### config.mk
export PLATFORM = sky130hd
export DESIGN_NAME = block_request_stripe_slicer_flat
export DESIGN_NICKNAME = d
export VERILOG_FILES = /design/src/sv/brss_pkg.sv /design/src/sv/brss_if.sv /design/src/sv/block_request_stripe_slicer.sv /design/src/sv/brss_divider.sv /design/src/sv/brss_emit.sv /design/src/flat_wrapper.sv
export SDC_FILE = /design/constraint.sdc
export NUM_CORES = 1
export LEC_CHECK = 0
export BUFFER_PORTS_ARGS = -buffer_cell sky130_fd_sc_hd__buf_2
export CAP_MARGIN = 20
export CORE_UTILIZATION = 59
export CTS_CLUSTER_SIZE = 20
export DETAILED_ROUTE_END_ITERATION = 10
export PLACE_DENSITY = 0.87
export SLEW_MARGIN = 30
export SYNTH_ARGS = -nofsm -noshare
export SYNTH_HDL_FRONTEND = slang
export SYNTH_SLANG_ARGS = --single-unit
### constraint.sdc
create_clock -name clk -period 6 [get_ports clk]
set_input_delay 0.6 -clock clk [delete_from_list [all_inputs] [get_ports clk]]
set_output_delay 0.6 -clock clk [all_outputs]
set_load 0.01 [all_outputs]
### src/sv/brss_pkg.sv
// Shared constants and types for the block request stripe slicer.
`default_nettype none
package brss_pkg;

  localparam int FRAGMENT_BYTES = 1024;
  localparam int FRAG_SHIFT     = $clog2(FRAGMENT_BYTES);
  localparam int MAX_DEVICES    = 16;
  localparam int MAX_FRAGMENTS  = 64;

  localparam int START_W = 40;
  localparam int LEN_W   = 17;
  localparam int TYPE_W  = 32;
  localparam int CFG_W   = 5;
  localparam int DEV_W   = 4;
  localparam int OFS_W   = 40;
  localparam int FIDX_W  = 6;
  localparam int ID_W    = 32;
  localparam int BUF_W   = 16;

  // Fragment number on the virtual device and fragment count per request.
  localparam int BLK_W  = START_W - FRAG_SHIFT;
  localparam int CNT_W  = LEN_W - FRAG_SHIFT;
  localparam int STEP_W = $clog2(BLK_W);

  typedef enum logic [1:0] {
    ST_IDLE,
    ST_DIV,
    ST_EMIT
  } state_t;

  typedef struct packed {
    logic               done;
    logic [BLK_W-1:0]   quotient;
    logic [DEV_W-1:0]   remainder;
  } div_res_t;

  typedef struct packed {
    logic               load;
    logic [DEV_W-1:0]   dev;
    logic [BLK_W-1:0]   quotient;
    logic [CNT_W-1:0]   count;
    logic [ID_W-1:0]    id;
    logic [TYPE_W-1:0]  rtype;
  } emit_load_t;

  typedef struct packed {
    logic busy;
    logic done;
  } emit_stat_t;

endpackage
`default_nettype wire

### src/sv/brss_if.sv
// Handshake interfaces for the request, fragment and configuration channels.
`default_nettype none
interface brss_req_if;
  logic                          valid;
  logic                          ready;
  logic [brss_pkg::START_W-1:0]  start_byte;
  logic [brss_pkg::LEN_W-1:0]    length_bytes;
  logic [brss_pkg::TYPE_W-1:0]   request_type;

  modport source (output valid, start_byte, length_bytes, request_type, input ready);
  modport sink   (input valid, start_byte, length_bytes, request_type, output ready);
endinterface

interface brss_frag_if;
  logic                         valid;
  logic                         ready;
  logic [brss_pkg::DEV_W-1:0]   device_index;
  logic [brss_pkg::OFS_W-1:0]   device_offset;
  logic [brss_pkg::FIDX_W-1:0]  fragment_index;
  logic [brss_pkg::ID_W-1:0]    request_id;
  logic [brss_pkg::TYPE_W-1:0]  type_out;
  logic [brss_pkg::BUF_W-1:0]   buffer_offset;
  logic                         last_fragment;

  modport source (output valid, device_index, device_offset, fragment_index, request_id,
                  type_out, buffer_offset, last_fragment, input ready);
  modport sink   (input valid, device_index, device_offset, fragment_index, request_id,
                  type_out, buffer_offset, last_fragment, output ready);
endinterface

interface brss_cfg_if;
  logic                        valid;
  logic                        ready;
  logic [brss_pkg::CFG_W-1:0]  data;

  modport source (output valid, data, input ready);
  modport sink   (input valid, data, output ready);
endinterface
`default_nettype wire

### src/sv/block_request_stripe_slicer.sv
// Top level of the block request stripe slicer.
// A block request (start byte, length, type) arrives on req; the block cuts it into
// whole 1024-byte fragments and sends one fragment request per fragment on frag,
// striped round-robin over the devices, each tagged with a running 32-bit id.
// cfg writes the device count; it is always ready and must only be written while
// the block is idle. A count of 0 acts as 1 and one above 16 acts as 16.
// Timing: the fragment number is divided by the device count in a shift-subtract
// divider, one quotient bit a cycle. When the quotient is done, the first fragment
// is loaded into the output register, then one fragment a cycle goes out while
// frag is ready; the next request is accepted only after the last fragment is taken.
// A request shorter than one fragment takes its
// id and gives nothing; req is ready again in the next cycle.
// One request is handled at a time. When the receiver stalls, the fragment waits
// in the output register and the sequence simply pauses.
// Reset (synchronous, active high) sets the id to 0, the device count to 1 and
// drops any request in progress.
`default_nettype none
module block_request_stripe_slicer (
  input  wire logic     clk,
  input  wire logic     rst,
  brss_cfg_if.sink      cfg,
  brss_req_if.sink      req,
  brss_frag_if.source   frag
);

  brss_pkg::state_t               state;
  brss_pkg::state_t               state_next;
  logic [brss_pkg::CFG_W-1:0]     num_devices;
  logic [brss_pkg::CFG_W-1:0]     eff_dev;
  logic [brss_pkg::ID_W-1:0]      next_id;
  logic [brss_pkg::ID_W-1:0]      cur_id;
  logic [brss_pkg::TYPE_W-1:0]    cur_type;
  logic [brss_pkg::CNT_W-1:0]     cur_count;
  logic [brss_pkg::CNT_W-1:0]     req_count;
  logic [brss_pkg::BLK_W-1:0]     req_first;
  logic                           req_ready;
  logic                           div_start;
  logic                           accept;
  brss_pkg::div_res_t             div_res;
  brss_pkg::emit_load_t           ld;
  brss_pkg::emit_stat_t           stat;

  assign cfg.ready = 1'b1;

  always_ff @(posedge clk) begin
    if (rst) begin
      num_devices <= brss_pkg::CFG_W'(1);
    end else if (cfg.valid && cfg.ready) begin
      num_devices <= cfg.data;
    end
  end

  always_comb begin
    eff_dev = num_devices;
    if (num_devices == '0) begin
      eff_dev = brss_pkg::CFG_W'(1);
    end else if (num_devices > brss_pkg::CFG_W'(brss_pkg::MAX_DEVICES)) begin
      eff_dev = brss_pkg::CFG_W'(brss_pkg::MAX_DEVICES);
    end
  end

  // Whole fragments only, and never more than the fragment limit.
  always_comb begin
    req_count = req.length_bytes[brss_pkg::LEN_W-1:brss_pkg::FRAG_SHIFT];
    if (req_count > brss_pkg::CNT_W'(brss_pkg::MAX_FRAGMENTS)) begin
      req_count = brss_pkg::CNT_W'(brss_pkg::MAX_FRAGMENTS);
    end
  end
  assign req_first = req.start_byte[brss_pkg::START_W-1:brss_pkg::FRAG_SHIFT];

  assign accept = req.valid && req_ready;

  always_ff @(posedge clk) begin
    if (rst) begin
      state   <= brss_pkg::ST_IDLE;
      next_id <= '0;
    end else begin
      state <= state_next;
      if (accept) begin
        next_id <= next_id + brss_pkg::ID_W'(1);
      end
    end
  end

  always_ff @(posedge clk) begin
    if (accept) begin
      cur_id    <= next_id;
      cur_type  <= req.request_type;
      cur_count <= req_count;
    end
  end

  always_comb begin
    state_next = state;
    case (state)
      brss_pkg::ST_IDLE: begin
        if (req.valid && req_count != '0) begin
          state_next = brss_pkg::ST_DIV;
        end
      end
      brss_pkg::ST_DIV: begin
        if (div_res.done) begin
          state_next = brss_pkg::ST_EMIT;
        end
      end
      brss_pkg::ST_EMIT: begin
        if (stat.done) begin
          state_next = brss_pkg::ST_IDLE;
        end
      end
      default: begin
        state_next = brss_pkg::ST_IDLE;
      end
    endcase
  end

  always_comb begin
    req_ready = 1'b0;
    div_start = 1'b0;
    case (state)
      brss_pkg::ST_IDLE: begin
        req_ready = 1'b1;
        div_start = req.valid && req_count != '0;
      end
      default: begin
        req_ready = 1'b0;
        div_start = 1'b0;
      end
    endcase
  end

  assign req.ready = req_ready;

  brss_divider u_div (
    .clk      (clk),
    .rst      (rst),
    .start    (div_start),
    .dividend (req_first),
    .divisor  (eff_dev),
    .res      (div_res)
  );

  assign ld.load     = div_res.done && (state == brss_pkg::ST_DIV);
  assign ld.dev      = div_res.remainder;
  assign ld.quotient = div_res.quotient;
  assign ld.count    = cur_count;
  assign ld.id       = cur_id;
  assign ld.rtype    = cur_type;

  brss_emit u_emit (
    .clk     (clk),
    .rst     (rst),
    .num_dev (eff_dev),
    .ld      (ld),
    .stat    (stat),
    .frag    (frag)
  );

  // Fragments are only ever presented while the sequencer is emitting.
  a_frag_in_emit: assert property (@(posedge clk) disable iff (rst)
    stat.busy |-> state == brss_pkg::ST_EMIT)
    else $error("fragment presented outside the emit phase");

  // A fragment that is not the last is always followed by another one.
  a_frag_continues: assert property (@(posedge clk) disable iff (rst)
    (frag.valid && frag.ready && !frag.last_fragment) |=> frag.valid)
    else $error("fragment sequence broke off before its last fragment");

  // After the last fragment the block returns to idle and shows nothing more.
  a_last_ends: assert property (@(posedge clk) disable iff (rst)
    (frag.valid && frag.ready && frag.last_fragment) |=>
      (!frag.valid && state == brss_pkg::ST_IDLE))
    else $error("block did not return to idle after the last fragment");

endmodule
`default_nettype wire

### src/sv/brss_divider.sv
// Restoring divider: one quotient bit per cycle over the fragment number.
`default_nettype none
module brss_divider (
  input  wire logic                         clk,
  input  wire logic                         rst,
  input  wire logic                         start,
  input  wire logic [brss_pkg::BLK_W-1:0]   dividend,
  input  wire logic [brss_pkg::CFG_W-1:0]   divisor,
  output brss_pkg::div_res_t                res
);

  logic                          busy;
  logic                          done;
  logic [brss_pkg::STEP_W-1:0]   step;
  logic [brss_pkg::BLK_W-1:0]    quo;
  logic [brss_pkg::DEV_W-1:0]    rem;
  logic [brss_pkg::CFG_W-1:0]    trial;
  logic                          ge;

  // The remainder stays below the divisor, so one spare bit holds the shifted value.
  assign trial = {rem, quo[brss_pkg::BLK_W-1]};
  assign ge    = (trial >= divisor);

  always_ff @(posedge clk) begin
    if (rst) begin
      busy <= 1'b0;
      done <= 1'b0;
      step <= '0;
    end else begin
      done <= 1'b0;
      if (start) begin
        busy <= 1'b1;
        step <= '0;
      end else if (busy) begin
        if (step == brss_pkg::STEP_W'(brss_pkg::BLK_W - 1)) begin
          busy <= 1'b0;
          done <= 1'b1;
        end
        step <= step + brss_pkg::STEP_W'(1);
      end
    end
  end

  always_ff @(posedge clk) begin
    if (start) begin
      quo <= dividend;
      rem <= '0;
    end else if (busy) begin
      quo <= {quo[brss_pkg::BLK_W-2:0], ge};
      rem <= ge ? brss_pkg::DEV_W'(trial - divisor) : brss_pkg::DEV_W'(trial);
    end
  end

  assign res.done      = done;
  assign res.quotient  = quo;
  assign res.remainder = rem;

endmodule
`default_nettype wire

### src/sv/brss_emit.sv
// Fragment sequencer: walks the devices round-robin and holds the output register.
`default_nettype none
module brss_emit (
  input  wire logic                        clk,
  input  wire logic                        rst,
  input  wire logic [brss_pkg::CFG_W-1:0]  num_dev,
  input  wire brss_pkg::emit_load_t        ld,
  output brss_pkg::emit_stat_t             stat,
  brss_frag_if.source                      frag
);

  logic                          valid;
  logic [brss_pkg::DEV_W-1:0]    cursor;
  logic [brss_pkg::OFS_W-1:0]    offset;
  logic [brss_pkg::FIDX_W-1:0]   idx;
  logic [brss_pkg::CNT_W-1:0]    count;
  logic [brss_pkg::ID_W-1:0]     id;
  logic [brss_pkg::TYPE_W-1:0]   rtype;
  logic                          last;
  logic                          taken;
  logic                          wrap;

  assign last  = ((brss_pkg::CNT_W'(idx) + brss_pkg::CNT_W'(1)) == count);
  assign taken = valid && frag.ready;
  assign wrap  = ((brss_pkg::CFG_W'(cursor) + brss_pkg::CFG_W'(1)) >= num_dev);

  always_ff @(posedge clk) begin
    if (rst) begin
      valid <= 1'b0;
    end else if (ld.load) begin
      valid <= 1'b1;
    end else if (taken && last) begin
      valid <= 1'b0;
    end
  end

  always_ff @(posedge clk) begin
    if (ld.load) begin
      cursor <= ld.dev;
      offset <= {ld.quotient, {brss_pkg::FRAG_SHIFT{1'b0}}};
      idx    <= '0;
      count  <= ld.count;
      id     <= ld.id;
      rtype  <= ld.rtype;
    end else if (taken && !last) begin
      idx <= idx + brss_pkg::FIDX_W'(1);
      if (wrap) begin
        cursor <= '0;
        offset <= offset + brss_pkg::OFS_W'(brss_pkg::FRAGMENT_BYTES);
      end else begin
        cursor <= cursor + brss_pkg::DEV_W'(1);
      end
    end
  end

  assign frag.valid          = valid;
  assign frag.device_index   = cursor;
  assign frag.device_offset  = offset;
  assign frag.fragment_index = idx;
  assign frag.request_id     = id;
  assign frag.type_out       = rtype;
  assign frag.buffer_offset  = {idx, {brss_pkg::FRAG_SHIFT{1'b0}}};
  assign frag.last_fragment  = last;

  assign stat.busy = valid;
  assign stat.done = taken && last;

endmodule
`default_nettype wire

### src/flat_wrapper.sv
// flat-port wrapper written by rule: the top's interface ports become plain ports
module block_request_stripe_slicer_flat 
  (clk, rst, cfg_valid, cfg_data, cfg_ready, req_valid, req_start_byte, req_length_bytes, req_request_type, req_ready, frag_valid, frag_device_index, frag_device_offset, frag_fragment_index, frag_request_id, frag_type_out, frag_buffer_offset, frag_last_fragment, frag_ready);
  brss_cfg_if cfg_i ();
  brss_req_if req_i ();
  brss_frag_if frag_i ();
  input  wire logic clk;
  input  wire logic rst;
  input wire logic [$bits(cfg_i.valid)-1:0] cfg_valid;
  input wire logic [$bits(cfg_i.data)-1:0] cfg_data;
  output wire logic [$bits(cfg_i.ready)-1:0] cfg_ready;
  input wire logic [$bits(req_i.valid)-1:0] req_valid;
  input wire logic [$bits(req_i.start_byte)-1:0] req_start_byte;
  input wire logic [$bits(req_i.length_bytes)-1:0] req_length_bytes;
  input wire logic [$bits(req_i.request_type)-1:0] req_request_type;
  output wire logic [$bits(req_i.ready)-1:0] req_ready;
  output wire logic [$bits(frag_i.valid)-1:0] frag_valid;
  output wire logic [$bits(frag_i.device_index)-1:0] frag_device_index;
  output wire logic [$bits(frag_i.device_offset)-1:0] frag_device_offset;
  output wire logic [$bits(frag_i.fragment_index)-1:0] frag_fragment_index;
  output wire logic [$bits(frag_i.request_id)-1:0] frag_request_id;
  output wire logic [$bits(frag_i.type_out)-1:0] frag_type_out;
  output wire logic [$bits(frag_i.buffer_offset)-1:0] frag_buffer_offset;
  output wire logic [$bits(frag_i.last_fragment)-1:0] frag_last_fragment;
  input wire logic [$bits(frag_i.ready)-1:0] frag_ready;
  assign cfg_i.valid = cfg_valid;
  assign cfg_i.data = cfg_data;
  assign cfg_ready = cfg_i.ready;
  assign req_i.valid = req_valid;
  assign req_i.start_byte = req_start_byte;
  assign req_i.length_bytes = req_length_bytes;
  assign req_i.request_type = req_request_type;
  assign req_ready = req_i.ready;
  assign frag_valid = frag_i.valid;
  assign frag_device_index = frag_i.device_index;
  assign frag_device_offset = frag_i.device_offset;
  assign frag_fragment_index = frag_i.fragment_index;
  assign frag_request_id = frag_i.request_id;
  assign frag_type_out = frag_i.type_out;
  assign frag_buffer_offset = frag_i.buffer_offset;
  assign frag_last_fragment = frag_i.last_fragment;
  assign frag_i.ready = frag_ready;
  block_request_stripe_slicer u_core (.clk(clk), .rst(rst), .cfg(cfg_i), .req(req_i), .frag(frag_i));
endmodule
==> results.sh <==
export IMPL_placement_io_buffers=191
export IMPL_fillCellCount=1155
export IMPL_area_growth_synth_to_final_pct=18.7
export IMPL_gp_congestion=0.870
export IMPL_dieHeight_um=137
export IMPL_grt_setup_unrepaired="no"
export IMPL_grt_max_degree=75
export IMPL_synth_top_cells_by_area="sky130_fd_sc_hd__edfxtp_1 57%, sky130_fd_sc_hd__dfxtp_1 11%, sky130_fd_sc_hd__nand2_1 5.2%"
export IMPL_cts_tree="done"
export IMPL_layout_cells_non_filler=1314
export IMPL_clock_skew_final_ns=0.0319
export IMPL_vdd_ir_drop_max_mv=0.296
export IMPL_fmax_ghz=0.302
export IMPL_synth_simple_gate_area_frac=0.154
export IMPL_cts_hold_buffers_added=0
export IMPL_ys_seq_elements=263
export IMPL_setup_worst_path_start="u_core.u_emit.frag.fragment_index[0]"
export IMPL_sequential_cell_area_um2=7330
export IMPL_run_status="finished, final reports clean"
export IMPL_synth_top_family_by_area="simple AND/OR/NAND/NOR gates"
export IMPL_setup_worst_path_end="frag_last_fragment"
export IMPL_fp_coreArea_um2=18000
export IMPL_power_leakage_nw=4.89
export IMPL_floorplan_rows=49
export IMPL_postRouteAntennaNets=0
export IMPL_dominantRegCellSynth="sky130_fd_sc_hd__edfxtp_1"
export IMPL_cap_viol_max_count=0
export IMPL_timing_hold_worst_class="in -> reg"
export IMPL_number_of_enable_type_register_cells_in_the_synthesized_netlist=206
export IMPL_first_pass_grt_wire_length_mm=35.4
export IMPL_cts_post_setup_buffers_inserted=0
export IMPL_muxShareOfSynthArea=0.00926
export IMPL_cellPowerDensity_nw_per_um2=320
export IMPL_maxSlewViolCount=0
export IMPL_yosysMostFrequentCell="sky130_fd_sc_hd__edfxtp_1"
export IMPL_initial_core_util=0.602
export IMPL_fin_total_pwr_mw=4.10
export IMPL_multi_input_comb_area_um2=3160
export IMPL_synthXorXnorAreaFrac=0.0486
export IMPL_vias=7437
export IMPL_slew_headroom=0.443
export IMPL_synth_compound_gate_area_share=0.0552
export IMPL_timing_critical_path_from_type="flip-flop"
export IMPL_dr_first_iter_drc_count=439
export IMPL_avgRoutedWirePerCell_um=17.8
export IMPL_period_minus_slack_ns=3.31
export IMPL_timing_hold_ws_ns=0.230
export IMPL_clock_buffers_created_by_tritoncts=27
export IMPL_max_clock_path_buffers=3
export IMPL_r2r_setup_slack_ns=2.95
export IMPL_critPathArrivalTime_ns=2.71
export IMPL_design_die_area_um2=18900
export IMPL_place_detailed_hpwl_mm=15.3
export IMPL_finalCritPeriodShare=0.551
export IMPL_die_x_um=137
export IMPL_clock_tree_htree_level_count=1
export IMPL_syn_instance_count=871
export IMPL_ys_types=54
export IMPL_path_class="reg -> out"
export IMPL_synth_common_cells="206 x sky130_fd_sc_hd__edfxtp_1, 149 x sky130_fd_sc_hd__nand2_1, 57 x sky130_fd_sc_hd__dfxtp_1, 52 x sky130_fd_sc_hd__nor2_1, 46 x sky130_fd_sc_hd__o21ai_0"
export IMPL_post_synth_instance_area_um2=10800
export IMPL_critical_path_required_ns=5.40
export IMPL_synth_adder_area_share=0.0181
export IMPL_placed_cells=1262
export IMPL_antenna_found_initial=4
export IMPL_grt_pass1_vias=7064
export IMPL_post_cts_resize_count=0
export IMPL_max_slew_worst_pin_slew_ns=0.835
export IMPL_post_route_drc_count=0
export IMPL_num_io_pins=233
export IMPL_reg2regPathDepth=7
export IMPL_synth_seq_area_share=0.678
export IMPL_via_per_inst=5.66
export IMPL_setup_tns_final_ns=0
export IMPL_yosysWarnings=0
export IMPL_global_route_usage_over_all_layers=0.243
export IMPL_drive_gt1_frac=0.235
export IMPL_global_route_overflow_total=0
export IMPL_post_synth_top_area_cell="sky130_fd_sc_hd__edfxtp_1"
export IMPL_finish_net_count=1176
export IMPL_drtPass1Iterations=5
export IMPL_clkTransAtPathRegs_ns=0.06
export IMPL_crit_fanout=8
export IMPL_worst_reg2reg_startpoint="u_core.u_emit.frag.device_index[0]"
export IMPL_synth_area_per_cell_um2=12.4
export IMPL_synth_async_reset_ratio=0
export IMPL_clk_latency_ns=0.54
export IMPL_clock_sinks=263
export IMPL_timing_final_setup_violations=0
export IMPL_hold_viol_final=0
export IMPL_synth_top_area_share=0.572
export IMPL_clk_root_buffer_cell="sky130_fd_sc_hd__clkbuf_16"
export IMPL_worstReg2RegEnd="u_core.u_emit.frag.device_offset[15]"
export IMPL_drt_wl_total_mm=23.4
export IMPL_critPathCaptureType="output pin"
[metrics by stage]
step                 util  worst slack, ns  cell area [µm²]
CTS                 0.714             2.68            12800
floorplan               -             2.68            10900
global placement    0.661             3.08            11900
global route        0.714             2.55            12800
detailed placement  0.661             2.96            11900
finish              0.714             2.69            12800
[placed cells by master, fill, tap and decap left out, drive strengths merged, types with 3 or more instances in the layout]
cell / Yosys / layout
a31oi: 14 / 14
clkbuf: 24 / 41
a21oi: 13 / 13
nor3: 17 / 17
xor2: 32 / 32
or2: 3 / 3
dfxtp: 57 / 57
buf: 33 / 200
nor4: 12 / 12
or3: 18 / 18
edfxtp: 206 / 206
or4: 4 / 4
o31ai: 3 / 3
nand2b: 10 / 10
nor2b: 10 / 10
mux2i: 10 / 10
and2: 3 / 3
xnor2: 28 / 28
ha: 14 / 14
inv: 19 / 21
clkinv: 0 / 5
and4: 8 / 8
nor2: 52 / 52
o21ai: 46 / 46
conb: 2 / 21
nand3: 30 / 30
and3: 7 / 7
nand2: 149 / 149
nand4: 22 / 22
a22o: 4 / 4
[how the worst min path moves through the flow]
stage / from / to / slack, ns / depth (start not counted)
after floorplan: u_core.cur_count[0] / u_core.u_emit.count[0] / 0.40 / 0
after global placement: u_core.cur_type[10] / u_core.u_emit.frag.type_out[10] / 0.40 / 0
after detailed placement: u_core.cur_count[6] / u_core.u_emit.count[6] / 0.40 / 0
after CTS: req_request_type[21] / u_core.cur_type[21] / 0.21 / 1
after global routing: req_request_type[18] / u_core.cur_type[18] / 0.22 / 1
final: req_request_type[21] / u_core.cur_type[21] / 0.23 / 1
[state kept, by name (all words and copies together), names as in the netlist, 4 cells and up]
register and flops:
u_core.cur_id 32, u_core.cur_type 32, u_core.next_id 32, u_core.u_emit.frag.request_id 32, u_core.u_emit.frag.type_out 32, u_core.u_div.quo 30, u_core.u_emit.frag.device_offset 30, u_core.cur_count 7
u_core.u_emit.count 7, u_core.u_emit.frag.fragment_index 6, u_core.num_devices 5, u_core.u_div.step 5, u_core.u_div.rem 4, u_core.u_emit.frag.device_index 4
[logic make-up after synthesis]
| family | Yosys count |
|---|---|
| DFF | 263 |
| adders and majority gates | 15 |
| AOI/OAI and AO/OA | 98 |
| and+or+nand+nor | 347 |
| buffers and inverters | 76 |
| muxes | 10 |
| other | 2 |
| xor gates and xnor gates | 60 |
[worst max-delay path, cell delays in order, from the launching register on]
cell                      delay (ns)
sky130_fd_sc_hd__dfxtp_1        0.51
sky130_fd_sc_hd__ha_1           0.31
sky130_fd_sc_hd__nand3_1        0.13
sky130_fd_sc_hd__o21ai_0        0.25
sky130_fd_sc_hd__nand4_1        0.22
sky130_fd_sc_hd__nor3_1         0.49
sky130_fd_sc_hd__buf_2          0.25
[where the power goes]
part           leakage, nW  internal, mW  switching (mW)
clock                0.473          1.06           0.680
sequential            2.40          2.05          0.0521
combinational         2.02         0.102           0.158
total                 4.89          3.21           0.890
[metal layers]
metal  up-vias  global-route usage  share of wire
met2       308               0.438           0.52
li1       3476                   -              -
met5         -                   0        0.00056
met4         2              0.0794          0.022
met3        41              0.0430          0.072
met1      3610               0.293           0.39
[cell type report]
| cell class | count | share of cell area |
|---|---|---|
| Sequential cell | 263 | 0.571 |
| Multi-Input combinational cell | 551 | 0.246 |
| Timing Repair Buffer | 200 | 0.0801 |
| Clock buffer | 41 | 0.0655 |
| Tap cell | 229 | 0.0223 |
| Clock inverter | 9 | 0.00858 |
| Inverter | 19 | 0.00575 |
| Antenna cell | 2 | 0.000390 |
Power figures use the tool's default switching activity.
